--- src/rtl/pfr_pkg.sv ---
// pfr_pkg: shared constants, register codes and stage payload types of the frame rotator
package pfr_pkg;

   localparam int DATA_W    = 32;
   localparam int FRAC_W    = 16;
   localparam int COEF_W    = 18;
   localparam int PERIOD_W  = 31;
   localparam int CSR_IDX_W = 3;
   localparam int PROD_W    = DATA_W + COEF_W;
   localparam int CYL_W     = DATA_W + 1;
   localparam int SUM_W     = DATA_W + 3;

   localparam logic signed [COEF_W-1:0]   COS_RESET    = COEF_W'(1 << FRAC_W);
   localparam logic signed [COEF_W-1:0]   SIN_RESET    = '0;
   localparam logic signed [DATA_W-1:0]   OFFSET_RESET = '0;
   localparam logic        [PERIOD_W-1:0] PERIOD_RESET = '1;

   typedef enum logic [CSR_IDX_W-1:0] {
      CSR_MODE   = 3'd0,
      CSR_COS    = 3'd1,
      CSR_SIN    = 3'd2,
      CSR_OFFSET = 3'd3,
      CSR_PERIOD = 3'd4
   } csr_index_type;

   typedef enum logic {
      MODE_PLANAR      = 1'b0,
      MODE_CYLINDRICAL = 1'b1
   } mode_type;

   typedef struct packed {
      mode_type                    mode;
      logic signed [COEF_W-1:0]    cos_angle;
      logic signed [COEF_W-1:0]    sin_angle;
      logic signed [DATA_W-1:0]    shift_offset;
      logic        [PERIOD_W-1:0]  period_length;
   } cfg_type;

   // raw products, c = cosine, s = sine
   typedef struct packed {
      mode_type                    mode;
      logic signed [PROD_W-1:0]    pcx;
      logic signed [PROD_W-1:0]    psy;
      logic signed [PROD_W-1:0]    psx;
      logic signed [PROD_W-1:0]    pcy;
      logic signed [PROD_W-1:0]    vcx;
      logic signed [PROD_W-1:0]    vsy;
      logic signed [PROD_W-1:0]    vsx;
      logic signed [PROD_W-1:0]    vcy;
      logic signed [CYL_W-1:0]     shift_x;
      logic signed [DATA_W-1:0]    pos_y;
   } prod_type;

   typedef struct packed {
      mode_type                    mode;
      logic signed [SUM_W-1:0]     pcx;
      logic signed [SUM_W-1:0]     psy;
      logic signed [SUM_W-1:0]     psx;
      logic signed [SUM_W-1:0]     pcy;
      logic signed [SUM_W-1:0]     vcx;
      logic signed [SUM_W-1:0]     vsy;
      logic signed [SUM_W-1:0]     vsx;
      logic signed [SUM_W-1:0]     vcy;
      logic signed [SUM_W-1:0]     wrap_x;
      logic                        wrap_error;
      logic signed [DATA_W-1:0]    pos_y;
   } rnd_type;

   typedef struct packed {
      logic signed [SUM_W-1:0]     pos_x;
      logic signed [SUM_W-1:0]     pos_y;
      logic signed [SUM_W-1:0]     vel_x;
      logic signed [SUM_W-1:0]     vel_y;
      logic                        wrap_error;
   } sum_type;

   typedef struct packed {
      logic signed [DATA_W-1:0]    new_pos_x;
      logic signed [DATA_W-1:0]    new_pos_y;
      logic signed [DATA_W-1:0]    new_vel_x;
      logic signed [DATA_W-1:0]    new_vel_y;
      logic                        wrap_error;
   } res_type;

endpackage

--- src/rtl/pfr_round.sv ---
// pfr_round: second stage, round products to nearest and wrap the shifted x once
module pfr_round (
   input  logic                                 clock,
   input  logic                                 reset,
   input  logic                                 in_valid,
   output logic                                 in_ready,
   input  pfr_pkg::prod_type                    in_data,
   input  logic [pfr_pkg::PERIOD_W-1:0]         period_length,
   output logic                                 out_valid,
   input  logic                                 out_ready,
   output pfr_pkg::rnd_type                     out_data
);

   localparam int PW = pfr_pkg::PROD_W;
   localparam int SW = pfr_pkg::SUM_W;
   localparam int FW = pfr_pkg::FRAC_W;
   localparam logic signed [PW-1:0] ROUND_HALF = {{(PW-FW){1'b0}}, 1'b1, {(FW-1){1'b0}}};

   // floor((p + half) / 2^frac), ties go up
   function automatic logic signed [SW-1:0] round_term(input logic signed [PW-1:0] p);
      logic signed [PW-1:0] q;
      begin
         q = p + ROUND_HALF;
         return SW'(q >>> FW);
      end
   endfunction

   logic              valid_ff, valid_in;
   pfr_pkg::rnd_type  data_ff, data_in;

   logic signed [SW-1:0] x, per, per2, add_x, sub_x;
   logic                 neg, ge;

   assign in_ready  = !valid_ff || out_ready;
   assign valid_in  = in_ready ? in_valid : valid_ff;
   assign out_valid = valid_ff;
   assign out_data  = data_ff;

   always_comb begin
      x     = SW'(in_data.shift_x);
      per   = $signed({{(SW-pfr_pkg::PERIOD_W){1'b0}}, period_length});
      per2  = per <<< 1;
      add_x = x + per;
      sub_x = x - per;
      neg   = x[SW-1];
      ge    = x >= per;

      data_in.mode   = in_data.mode;
      data_in.pcx    = round_term(in_data.pcx);
      data_in.psy    = round_term(in_data.psy);
      data_in.psx    = round_term(in_data.psx);
      data_in.pcy    = round_term(in_data.pcy);
      data_in.vcx    = round_term(in_data.vcx);
      data_in.vsy    = round_term(in_data.vsy);
      data_in.vsx    = round_term(in_data.vsx);
      data_in.vcy    = round_term(in_data.vcy);
      data_in.pos_y  = in_data.pos_y;
      data_in.wrap_x = neg ? add_x : (ge ? sub_x : x);
      // still out of range after one correction
      data_in.wrap_error = (in_data.mode == pfr_pkg::MODE_CYLINDRICAL) &&
                           (neg ? add_x[SW-1] : (x >= per2));
   end

   always_ff @(posedge clock) begin
      if (reset) begin
         valid_ff <= 1'b0;
      end else begin
         valid_ff <= valid_in;
      end
   end

   always_ff @(posedge clock) begin
      if (in_ready && in_valid) begin
         data_ff <= data_in;
      end
   end

endmodule

--- config.mk ---
export PLATFORM = sky130hd
export DESIGN_NAME = pfr_round
export DESIGN_NICKNAME = d
export VERILOG_FILES = /design/src/rtl/pfr_pkg.sv /design/src/rtl/pfr_round.sv
export SDC_FILE = /design/constraint.sdc
export NUM_CORES = 1
export LEC_CHECK = 0
export BUFFER_PORTS_ARGS = -buffer_cell sky130_fd_sc_hd__buf_2
export CORE_AREA = 4 4 331 333
export DETAILED_ROUTE_END_ITERATION = 8
export DIE_AREA = 0 0 335 337
export SYNTH_ARGS = -nofsm -noshare
export SYNTH_HDL_FRONTEND = slang
export SYNTH_SLANG_ARGS = --single-unit
--- constraint.sdc ---
create_clock -name clock -period 11.9 [get_ports clock]
set_input_delay 1.19 -clock clock [delete_from_list [all_inputs] [get_ports clock]]
set_output_delay 1.19 -clock clock [all_outputs]
set_load 0.005 [all_outputs]
---- Word level (Yosys, flattened, before mapping) ----
Index checks and enable logic that the tools add are counted.
word-level totals
  bits in registers ....................... 342
  output and inout bits ................... 351
cells by class
  add/sub/neg operators ................... 10
  magnitude comparators ................... 2
  mux-type cells .......................... 3
  reduce and logical (&&, ||, !) cells .... 4
operator list
  cell                                            number
  adder 50 x 17 -> 50 bit, second input constant  8
  two-way mux 35 bit                              2
  adder 33 x 32 -> 34 bit                         1
  subtractor 33 x 32 -> 34 bit                    1
  greater-or-equal comparator 33 x 32 -> 1 bit    1
  greater-or-equal comparator 33 bit              1
  logical AND 1 bit                               2
  zero test 1 bit                                 1
  logical OR 1 bit                                1
  two-way mux 1 bit                               1

---- Logic depth before layout (Yosys ltp) ----
Gate-level depths: netlist of run 1.
  word-level depth ........................ 3
  depth in mapped cells ................... 14
  gate-level depth less buffers ........... 12

---- Worst setup path after synthesis of run 1 ----
Ideal clock, no wire load.
  path type ............................... input -> register
  from .................................... input port out_ready
  to ...................................... register data_ff, in the netlist out_data[0] (enable)
  library setup time ...................... 0.747 ns
  arrival ................................. 9.063 ns
  required time ........................... 11.153 ns
  path slack .............................. 2.090 ns
  stages .................................. 2
  path buffers ............................ 0
  cells stage by stage .................... nand2b_1 and2_1
between the ends
  cells in the longest elaborated chain, start to end .. 2
RTL lines
  item                    line             text
  start: declaration      pfr_round.sv:10  input logic out_ready,
  logical OR 1 bit        pfr_round.sv:34  assign in_ready = !valid_ff || out_ready;
  logical AND 1 bit       pfr_round.sv:73  if (in_ready && in_valid) begin
  end signal: assignment  pfr_round.sv:74  data_ff <= data_in;
  end: declaration        pfr_round.sv:29  pfr_pkg::rnd_type data_ff, data_in;
Every way passes these cells.
A chain may end at the register's enable or synchronous reset.

==> flow_summary.toml, run 1 <==
[floorplanning]
ios = 852
die_w_um = 335
coreArea_um2 = 106600
row_count = 120
die_area_um2 = 112900
start_util = 0.1841
die_y_um = 337

[power_and_ir_drop]
power.leakage_nw = 10.62
vdd_drop_max_uv = 81.13
pwr_density_cell_nw_per_um2 = 127.7

[place]
portBuffers = 731
gp_congestion = 0.8977
dp.final_hpwl_um = 66760

[clocking]
clockRootBuffer = "clkbuf_16"
clk_pin_slew_worst_paths_ns = 0.06
postCtsHoldBufs = 0
insertion_delay_ns = 0.60
postCtsSetupRepairBufs = 0
htree_levels = 2
cts_resized = 0
cts_tree = "done"
clock_path_buffers = 3
clock-sinks = 341
cts_buffers = 45

[worst_setup_path]
cp.arrival_ns = 4.45
cp_max_fo = 7
worstReg2RegEnd = "out_data[4]"
timing.rr.start = "out_valid"
startpoint_type = "input port"
cp-end-kind = "flop"
required_ns = 12.15
r2r_slack_ns = 8.60
crit_type = "input port to flop"
rr_worst_depth = 4

[worst_hold_path]
holdCritPathClass = "flop to flop"
hold_path_depth = 2
hold_path_end = "out_valid"
hp-start = "out_valid"

[routing]
vias = 16880
viasPerCell = 4.258
wirelength_um = 81970
wl_per_cell_um = 20.68
firstDrtPassIters = 5
route.detailed.drc = 0
first_iter_violations = 1025
drt.antenna.violating_nets = 0

[finish]
nNetsFinal = 3107
drive_gt1_frac = 0.3272
areaGrowthSynthToFinish_pct = 34.15

[synthesis]
ys_ff_latch = 341
synth_xor_xnor_area_share = 0.1379
ys.flop_type = "edfxtp_1"
synth_edf_count = 340
synth_cell_types = 78
synthArstFlopShare = 0
synthMuxAreaShare = 0
yosys_warnings = 0
yosysSeqAreaShare = 0.5214
synth_compound_area_frac = 0.08417
synth_top_family_by_area = "simple AND/OR/NAND/NOR gates"
synthSimpleGateAreaFrac = 0.1612
avgSynthCellArea_um2 = 11.11
netlist_area_um2 = 19620
syn-num-nets = 2370
synth-adder-area-share = 0.06645
synth_cells = 1766

[grt]
overflow = 0
grt_max_degree = 138
antenna_found_initial = 41
grtUsageTotal = 0.1370
grt_pass1_vias = 16517
grt_pass1_wl_um = 113100

[timing]
final_hold_viol_count = 0
slew_headroom = 0.3149
drv_slew = 0
period_share = 0.3523
worst_hold_slack_ns = 0.6268
setup_violations = 0
period_needed_ns = 4.192
tightest_slew_ns = 1.020
max_freq_mhz = 238.5
rsz0062_at_grt = "false"
skew_ns = 0.009449
finalSetupTns_ns = 0

[flow_run]
max_cap_viol_count = 0

[run_status]
outcome = "finished clean"
[per-stage QoR]
step	util	instances	total power [mW]	area, um^2	setup slack, ns
5_1_grt	0.2464	3943	3.533	26270	7.684
2_1_floorplan	-	1766	1.774	19620	2.090
3_5_place_dp	0.2331	3859	2.053	24850	7.205
4_1_cts	0.2464	3943	3.430	26270	7.858
6_report	0.2469	3964	3.361	26320	7.708
3_3_place_gp	0.2331	3859	2.051	24850	7.215
[state kept, by name, summed over array words and instances (netlist names)]
name	flops
out_valid	1
out_data	340
[worst max path at each step]
stage                            from           end
after floorplan             out_ready   out_data[0]
after global placement    in_data[32]  out_data[58]
after detailed placement  in_data[32]  out_data[58]
after CTS                 in_data[32]  out_data[58]
after global routing      in_data[32]  out_data[58]
final                     in_data[32]  out_data[58]
[critical path, cell delays in order]
cell and delay [ns]:
buf_2 0.15, inv_1 0.07, ha_1 0.22, fa_1 0.41
nand2b_1 0.18, a21oi_1 0.27, o211ai_1 0.25, a21oi_1 0.21
o21ai_0 0.17, and2b_1 0.22, nor2_1 0.74, a31oi_1 0.35
[cell families after synthesis]
| family | count (synthesis) |
|---|---|
| AO/OA/AOI/OAI | 250 |
| AND/OR/NAND/NOR | 633 |
| buffers and inverters | 130 |
| adder cells (fa/ha/maj) | 103 |
| XOR/XNOR | 309 |
| flip-flops | 341 |
[per-layer routing]
metal | vias up | track usage | routed length [um]
met5 | - | 0 | 90
met4 | 14 | 0.04000 | 2461
met3 | 118 | 0.04972 | 8392
met2 | 736 | 0.2318 | 38690
met1 | 8059 | 0.1634 | 32340
li1 | 7953 | - | -
[final cells by class]
class                           count  area (um^2)
Sequential cell                   341        10230
Timing Repair Buffer              739         3731
Clock inverter                     31        245.2
Multi-Input combinational cell   1295         8827
Tap cell                         1403         1755
Fill cell                       11438        80280
Clock buffer                       53         1177
Inverter                           81        304.0
Antenna cell                       21        52.55
[placed cells by master, fill, tap and decap left out, drive strengths merged, types with 11 or more instances in the layout]
cell      n
a211oi   19
a21o     21
a21oi    88
and3     48
and4     11
buf     739
clkbuf   53
clkinv   24
diode    21
edfxtp  340
ha      101
inv      85
nand2   143
nand2b   13
nand3   119
nand4    67
nor2    132
nor2b    17
nor3     33
nor4     14
o21ai    33
o21bai   11
xnor2   225
xor2     84
[cells in the mapped netlist, types with 9 or more instances]
cell        n  share of area
and3_1     47          0.015
nor4_1     11         0.0035
ha_1      101          0.064
and4_1     11         0.0049
nand4_1    67          0.021
nor2_1    132          0.025
edfxtp_1  340           0.52
nor2b_1    17         0.0054
clkbuf_1   15         0.0029
nand3_1   119          0.030
a21o_1     20         0.0077
xor2_1     84          0.037
inv_1      81          0.015
o21bai_1   11         0.0042
a21oi_1    87          0.022
a211oi_1   17         0.0065
nor3_1     33         0.0084
buf_4       9         0.0034
nand2_1   142          0.027
nand2b_1   13         0.0041
xnor2_1   225           0.10
o21ai_0    33         0.0084
buf_2      18         0.0046
[report_power, final]
group	internal (mW)	switching, mW	leakage [nW]
clock network	0.758	0.573	0.703
logic	0.231	0.346	6.62
registers	1.43	0.0276	3.30
total	2.41	0.947	10.6
(Power assumes the default switching activity.)
==> run 2, diff against run 1 <==
--- a/config.mk
+++ b/config.mk
@@ -5,10 +5,11 @@
 export SDC_FILE = /design/constraint.sdc
 export NUM_CORES = 1
 export LEC_CHECK = 0
+export ABC_AREA = 1
 export BUFFER_PORTS_ARGS = -buffer_cell sky130_fd_sc_hd__buf_2
-export CORE_AREA = 4 4 331 333
+export CORE_AREA = 4 4 327 329
 export DETAILED_ROUTE_END_ITERATION = 8
-export DIE_AREA = 0 0 335 337
+export DIE_AREA = 0 0 331 333
 export SYNTH_ARGS = -nofsm -noshare
 export SYNTH_HDL_FRONTEND = slang
 export SYNTH_SLANG_ARGS = --single-unit
==> constraint.sdc (replaced) <==
create_clock -name clock -period 3.8 [get_ports clock]
set_input_delay 0.38 -clock clock [delete_from_list [all_inputs] [get_ports clock]]
set_output_delay 0.38 -clock clock [all_outputs]
set_load 0.005 [all_outputs]
==> run 2 against run 1 <==
  * Clock power grew to 3.4 times the previous value
  * Clock skew increased by 0.011 ns
  * Clock-buffer cell count did not move
  * Largest power group unchanged
  * Sequential power rose to 3.1 times the previous value
  * Largest cell class is now multi-input gates
  * Sequential cell count stayed put
  * Hold slack got worse by 0.57 ns
  * Non-clock buffer count up 48
  * Via count increased by 34%
==> flow_summary.toml, run 2 <==
[run_status]
outcome = "finished clean"

[floorplanning]
die_w_um = 331
die_area_um2 = 110200
row_count = 118
die_y_um = 333
ios = 852
coreArea_um2 = 103500
start_util = 0.2213

[worst_setup_path]
required_ns = 4.14
rr_worst_depth = 3
critical-path-max-stage-delay_ns = 0.46
path_buf_inv = 5
critical-path-top-delay-family = "simple AND/OR/NAND/NOR gates"
startpoint_type = "input port"
critPathSlowestCell = "o21ai_0"
cp_max_fo = 28
worstReg2RegEnd = "out_data[15]"
cp.arrival_ns = 2.73
r2r_slack_ns = 1.98
timing.rr.start = "out_valid"
path_cells = "buf_2 -> inv_1 -> ha_1 -> fa_1 -> inv_1 -> nand2_1 -> nand2_1 -> nand3_2 -> nand2_2 -> nand2_2 -> nand2_4 -> nand2_4 -> nand3_2 -> buf_12 -> inv_2 -> o21ai_0"
crit_type = "input port to flop"
cp-end-kind = "flop"

[synthesis]
yosysSeqAreaShare = 0.4466
synth_cells = 2744
yosys_warnings = 0
synth_edf_count = 340
synth.most_common_cell = "nand2_1"
yosysTopAreaCellShare = 0.4457
netlist_area_um2 = 22910
synthArstFlopShare = 0
syn-num-nets = 3348
synth_cell_types = 52
avgSynthCellArea_um2 = 8.348
ys.flop_type = "edfxtp_1"
synth_common_cells = "715 x nand2_1, 340 x edfxtp_1, 339 x inv_1, 321 x nor2_1, 174 x xor2_1"
ys_ff_latch = 341
yosys-top-cells-area = "edfxtp_1 45%, nand2_1 12%, xor2_1 6.7%"
yosys.area.top_type = "edfxtp_1"

[flow_run]
max_cap_viol_count = 0

[place]
portBuffers = 731
gp_congestion = 0.9913
place_inst = 4837
dp.final_hpwl_um = 95260
post-place-ws_ns = 0.8212
post_dp_cell_area_um2 = 28270

[clocking]
htree_levels = 2
clock-sinks = 341
postCtsSetupRepairBufs = 0
clockRootBuffer = "clkbuf_16"
cts_tree = "done"
clk_pin_slew_worst_paths_ns = 0.05
cts_resized = 0
cts_buffers = 47
insertion_delay_ns = 0.63
clock_path_buffers = 3

[grt]
antenna_found_initial = 54
grt_pass1_vias = 22015
overflow = 0
grt_pass1_wl_um = 153700
grt_max_degree = 114
grtUsageTotal = 0.1938

[worst_hold_path]
holdCritPathClass = "input port to flop"
hp-start = "in_data[264]"
hold_path_end = "out_data[206]"
hold_path_depth = 2

[timing]
worst_hold_slack_ns = 0.05785
drv_slew = 0
slew_headroom = 0.4901
setup_violations = 0
final_hold_viol_count = 0
setup_slack_ns = 1.409
max_freq_mhz = 418.2
tightest_slew_ns = 0.7620
skew_ns = 0.02000
period_share = 0.6293
rsz0062_at_grt = "false"
period_needed_ns = 2.391

[power_and_ir_drop]
power.total_mw = 11.29
power.leakage_nw = 13.70
vdd_drop_max_uv = 310.1
pwr_density_cell_nw_per_um2 = 374.0

[finish]
fillCellCount = 11247
drive_gt1_frac = 0.2524
fin_area_um2 = 30190
nNetsFinal = 4146
final_common_cell = "buf_2"
areaGrowthSynthToFinish_pct = 31.82
largest_reg_flops = 340
seq_area_um2 = 10230
multi_input_area_um2 = 11130
finalNonFillerCells = 4968
final_cell_mix = "731 x buf_2, 715 x nand2_1, 340 x edfxtp_1"

[routing]
wirelength_um = 112700
vias = 22593
drt.antenna.violating_nets = 0
route.detailed.drc = 0
viasPerCell = 4.548
first_iter_violations = 1625
wl_per_cell_um = 22.68
firstDrtPassIters = 5
[run 2: cell families after synthesis]
kind of cell | Yosys count | synth area share
fa+ha+maj | 103 | 0.05692
xor+xnor | 279 | 0.1067
buf+inv | 386 | 0.06812
compound gates | 157 | 0.03693
flops | 341 | 0.4466
simple gates | 1478 | 0.2848
[run 2: worst max path at each step]
stage,cells after the start,to,startpoint,slack [ns]
finish,16,out_data[65],in_data[32],1.41
detailed placement,19,out_data[38],in_data[32],0.82
global route,19,out_data[52],in_data[32],1.31
global placement,19,out_data[52],in_data[32],0.85
floorplan,1,out_data[0],out_valid,-2.69
CTS,19,out_data[38],in_data[32],1.50
[run 2: layout make-up]
type | instances | area share
Antenna cell | 15 | 0.001243
Clock buffer | 53 | 0.04040
Clock inverter | 27 | 0.009987
Inverter | 348 | 0.04326
Multi-Input combinational cell | 2017 | 0.3685
Sequential cell | 341 | 0.3388
Tap cell | 1380 | 0.05719
Timing Repair Buffer | 787 | 0.1406
[run 2: where the power goes]
part	total [mW]	internal, mW	switching, mW	leakage [nW]
Clock	4.49	2.64	1.85	0.731
Sequential	4.55	4.46	0.0905	3.30
Combinational	2.26	0.774	1.48	9.67
[run 2: stage by stage]
step	utilization	setup TNS, ns
after CTS	0.2914	0
after global placement	0.2732	0
final	0.2917	0
after global routing	0.2915	0
after floorplan	-	-914.60
after detailed placement	0.2732	0
[run 2: per-layer routing]
metal  GRT usage  part of all wire  vias to the layer above
met1      0.2269              0.39                    10775
li1            -                 -                    10636
met5           0            0.0025                        -
met3     0.05349             0.086                      197
met4     0.06059             0.035                       46
met2      0.3424              0.49                      939
[run 2: timing repair]
action	4_1_cts	5_1_grt
endpoints found under the setup margin	0	0
hold endpoints to repair	35	0
hold buffers	36	0
==> run 3, diff against run 2 <==
==> constraint.sdc (replaced) <==
create_clock -name clock -period 2.4 [get_ports clock]
set_input_delay 0.24 -clock clock [delete_from_list [all_inputs] [get_ports clock]]
set_output_delay 0.24 -clock clock [all_outputs]
set_load 0.005 [all_outputs]
==> run 3 against run 2 <==
  * Via count is 8.8% higher
  * Non-clock buffer count is 545 higher
  * Sequential cell count unchanged
  * Largest cell class unchanged
==> flow_summary.toml, run 3 (synthesis results as in run 2) <==
[place]
dp.final_hpwl_um = 102800
gp_congestion = 0.9751
post_dp_cell_area_um2 = 30730
post-place-ws_ns = -0.2382
portBuffers = 731

[floorplanning]
die_w_um = 331
coreArea_um2 = 103500
row_count = 118
die_y_um = 333
ios = 852
start_util = 0.2213
die_area_um2 = 110200

[grt]
grt_pass1_vias = 24650
grtUsageTotal = 0.2099
grt_pass1_wl_um = 167200
grt_max_degree = 56
antenna_found_initial = 36
overflow = 0

[timing]
finalSetupTns_ns = 0
rsz0062_at_grt = "false"
period_share = 0.9230
period_needed_ns = 2.215
tightest_slew_ns = 0.5515
final_hold_viol_count = 0
skew_ns = 0.02113
setup_violations = 0
slew_headroom = 0.6285
setup_slack_ns = 0.1847
max_freq_mhz = 451.4
drv_slew = 0

[worst_setup_path]
startpoint_type = "input port"
cp-end-kind = "flop"
crit_type = "input port to flop"
cp_max_fo = 3
required_ns = 2.73
cp.arrival_ns = 2.55

[finish]
areaGrowthSynthToFinish_pct = 52.95
final_cell_mix = "731 x buf_2, 715 x nand2_1, 340 x edfxtp_1"
drive_gt1_frac = 0.2992
final_common_cell = "buf_2"
nNetsFinal = 4690
fin_area_um2 = 35030
largest_reg_flops = 340

[flow_run]
max_cap_viol_count = 0

[clocking]
htree_levels = 2
clock_path_buffers = 3
cts_buffers = 46
clk_pin_slew_worst_paths_ns = 0.06
cts_tree = "done"
insertion_delay_ns = 0.61
clock-sinks = 341
clockRootBuffer = "clkbuf_16"

[routing]
wl_per_cell_um = 22.05
drt.antenna.violating_nets = 0
firstDrtPassIters = 6
vias = 24592
route.detailed.drc = 0
viasPerCell = 4.453
first_iter_violations = 1730
wirelength_um = 121800

[power_and_ir_drop]
pwr_density_cell_nw_per_um2 = 556.3
vdd_drop_max_uv = 656.6
power.leakage_nw = 16.27

[run_status]
outcome = "finished clean"

[worst_hold_path]
holdCritPathClass = "input port to flop"
## run 3: cell count changes in the layout (fill, tap and decap cells not counted), sizes merged, moves of 3 or more
cell	change
buf	+322
bufinv	+6
clkinv	-3
clkinvlp	+3
diode	+6
dlygate4sd3	+223
## run 3: area by class of cell
class                   instances  area [um^2]
diodes                         21        52.55
clock buffers                  51         1170
clock inverters                32        486.7
fillers                     10883        68460
inverters                     348         1306
multi-input cells            2017        11130
flip-flops and latches        341        10230
well taps                    1380         1727
repair buffers               1332         8931
## run 3: path summary, 6_finish.rpt
path                                    from            end  slack (ns)  cells past startpoint
worst max register to register     out_valid  out_data[198]        0.79                      3
worst min-delay path            in_data[441]  out_data[323]        0.05                      2
worst min register to register     out_valid  out_data[120]        0.71                      1
worst max-delay path            in_data[381]  out_data[309]        0.18                     12
## run 3: what timing repair did
| action | in CTS | in global routing |
|---|---|---|
| endpoints found under the setup margin | 0 | 1 |
| resized for setup | 0 | 1 |
| hold endpoints to repair | 252 | 0 |
| buffers inserted | 0 | 0 |
| hold buffers | 259 | 0 |
## run 3: power by group
| part | switching, mW | internal, mW | leakage (nW) |
|---|---|---|---|
| clock network | 3.02 | 4.72 | 0.788 |
| logic | 2.60 | 1.92 | 12.2 |
| registers | 0.179 | 7.05 | 3.30 |
| total | 5.80 | 13.7 | 16.3 |
## run 3: per-layer routing
layer	part of all wire	global-route usage	up-vias
met5	0.00096	0	-
met4	0.042	0.07842	18
met3	0.078	0.04717	170
met2	0.48	0.3630	957
met1	0.40	0.2536	11695
li1	-	-	11752
## run 3: stage by stage
| step | power [mW] | cells | util | hold WS [ns] |
|---|---|---|---|---|
| floorplan | 9.055 | 2744 | - | 0.3091 |
| global placement | 11.44 | 5159 | 0.2969 | 0.4159 |
| detailed placement | 11.45 | 5159 | 0.2969 | 0.4185 |
| CTS | 19.74 | 5501 | 0.3380 | 0.003718 |
| global route | 20.39 | 5509 | 0.3382 | 0.007403 |
| finish | 19.49 | 5522 | 0.3385 | 0.05339 |
## run 3: critical path, cell delays in order
cell	delay (ns)
dlygate4sd3_1	0.52
buf_2	0.11
ha_1	0.16
nand3_1	0.22
nor3_2	0.18
buf_4	0.20
nand3_1	0.17
nor2_2	0.14
nand3_1	0.15
nor2_2	0.17
nand3_1	0.11
xnor2_1	0.16
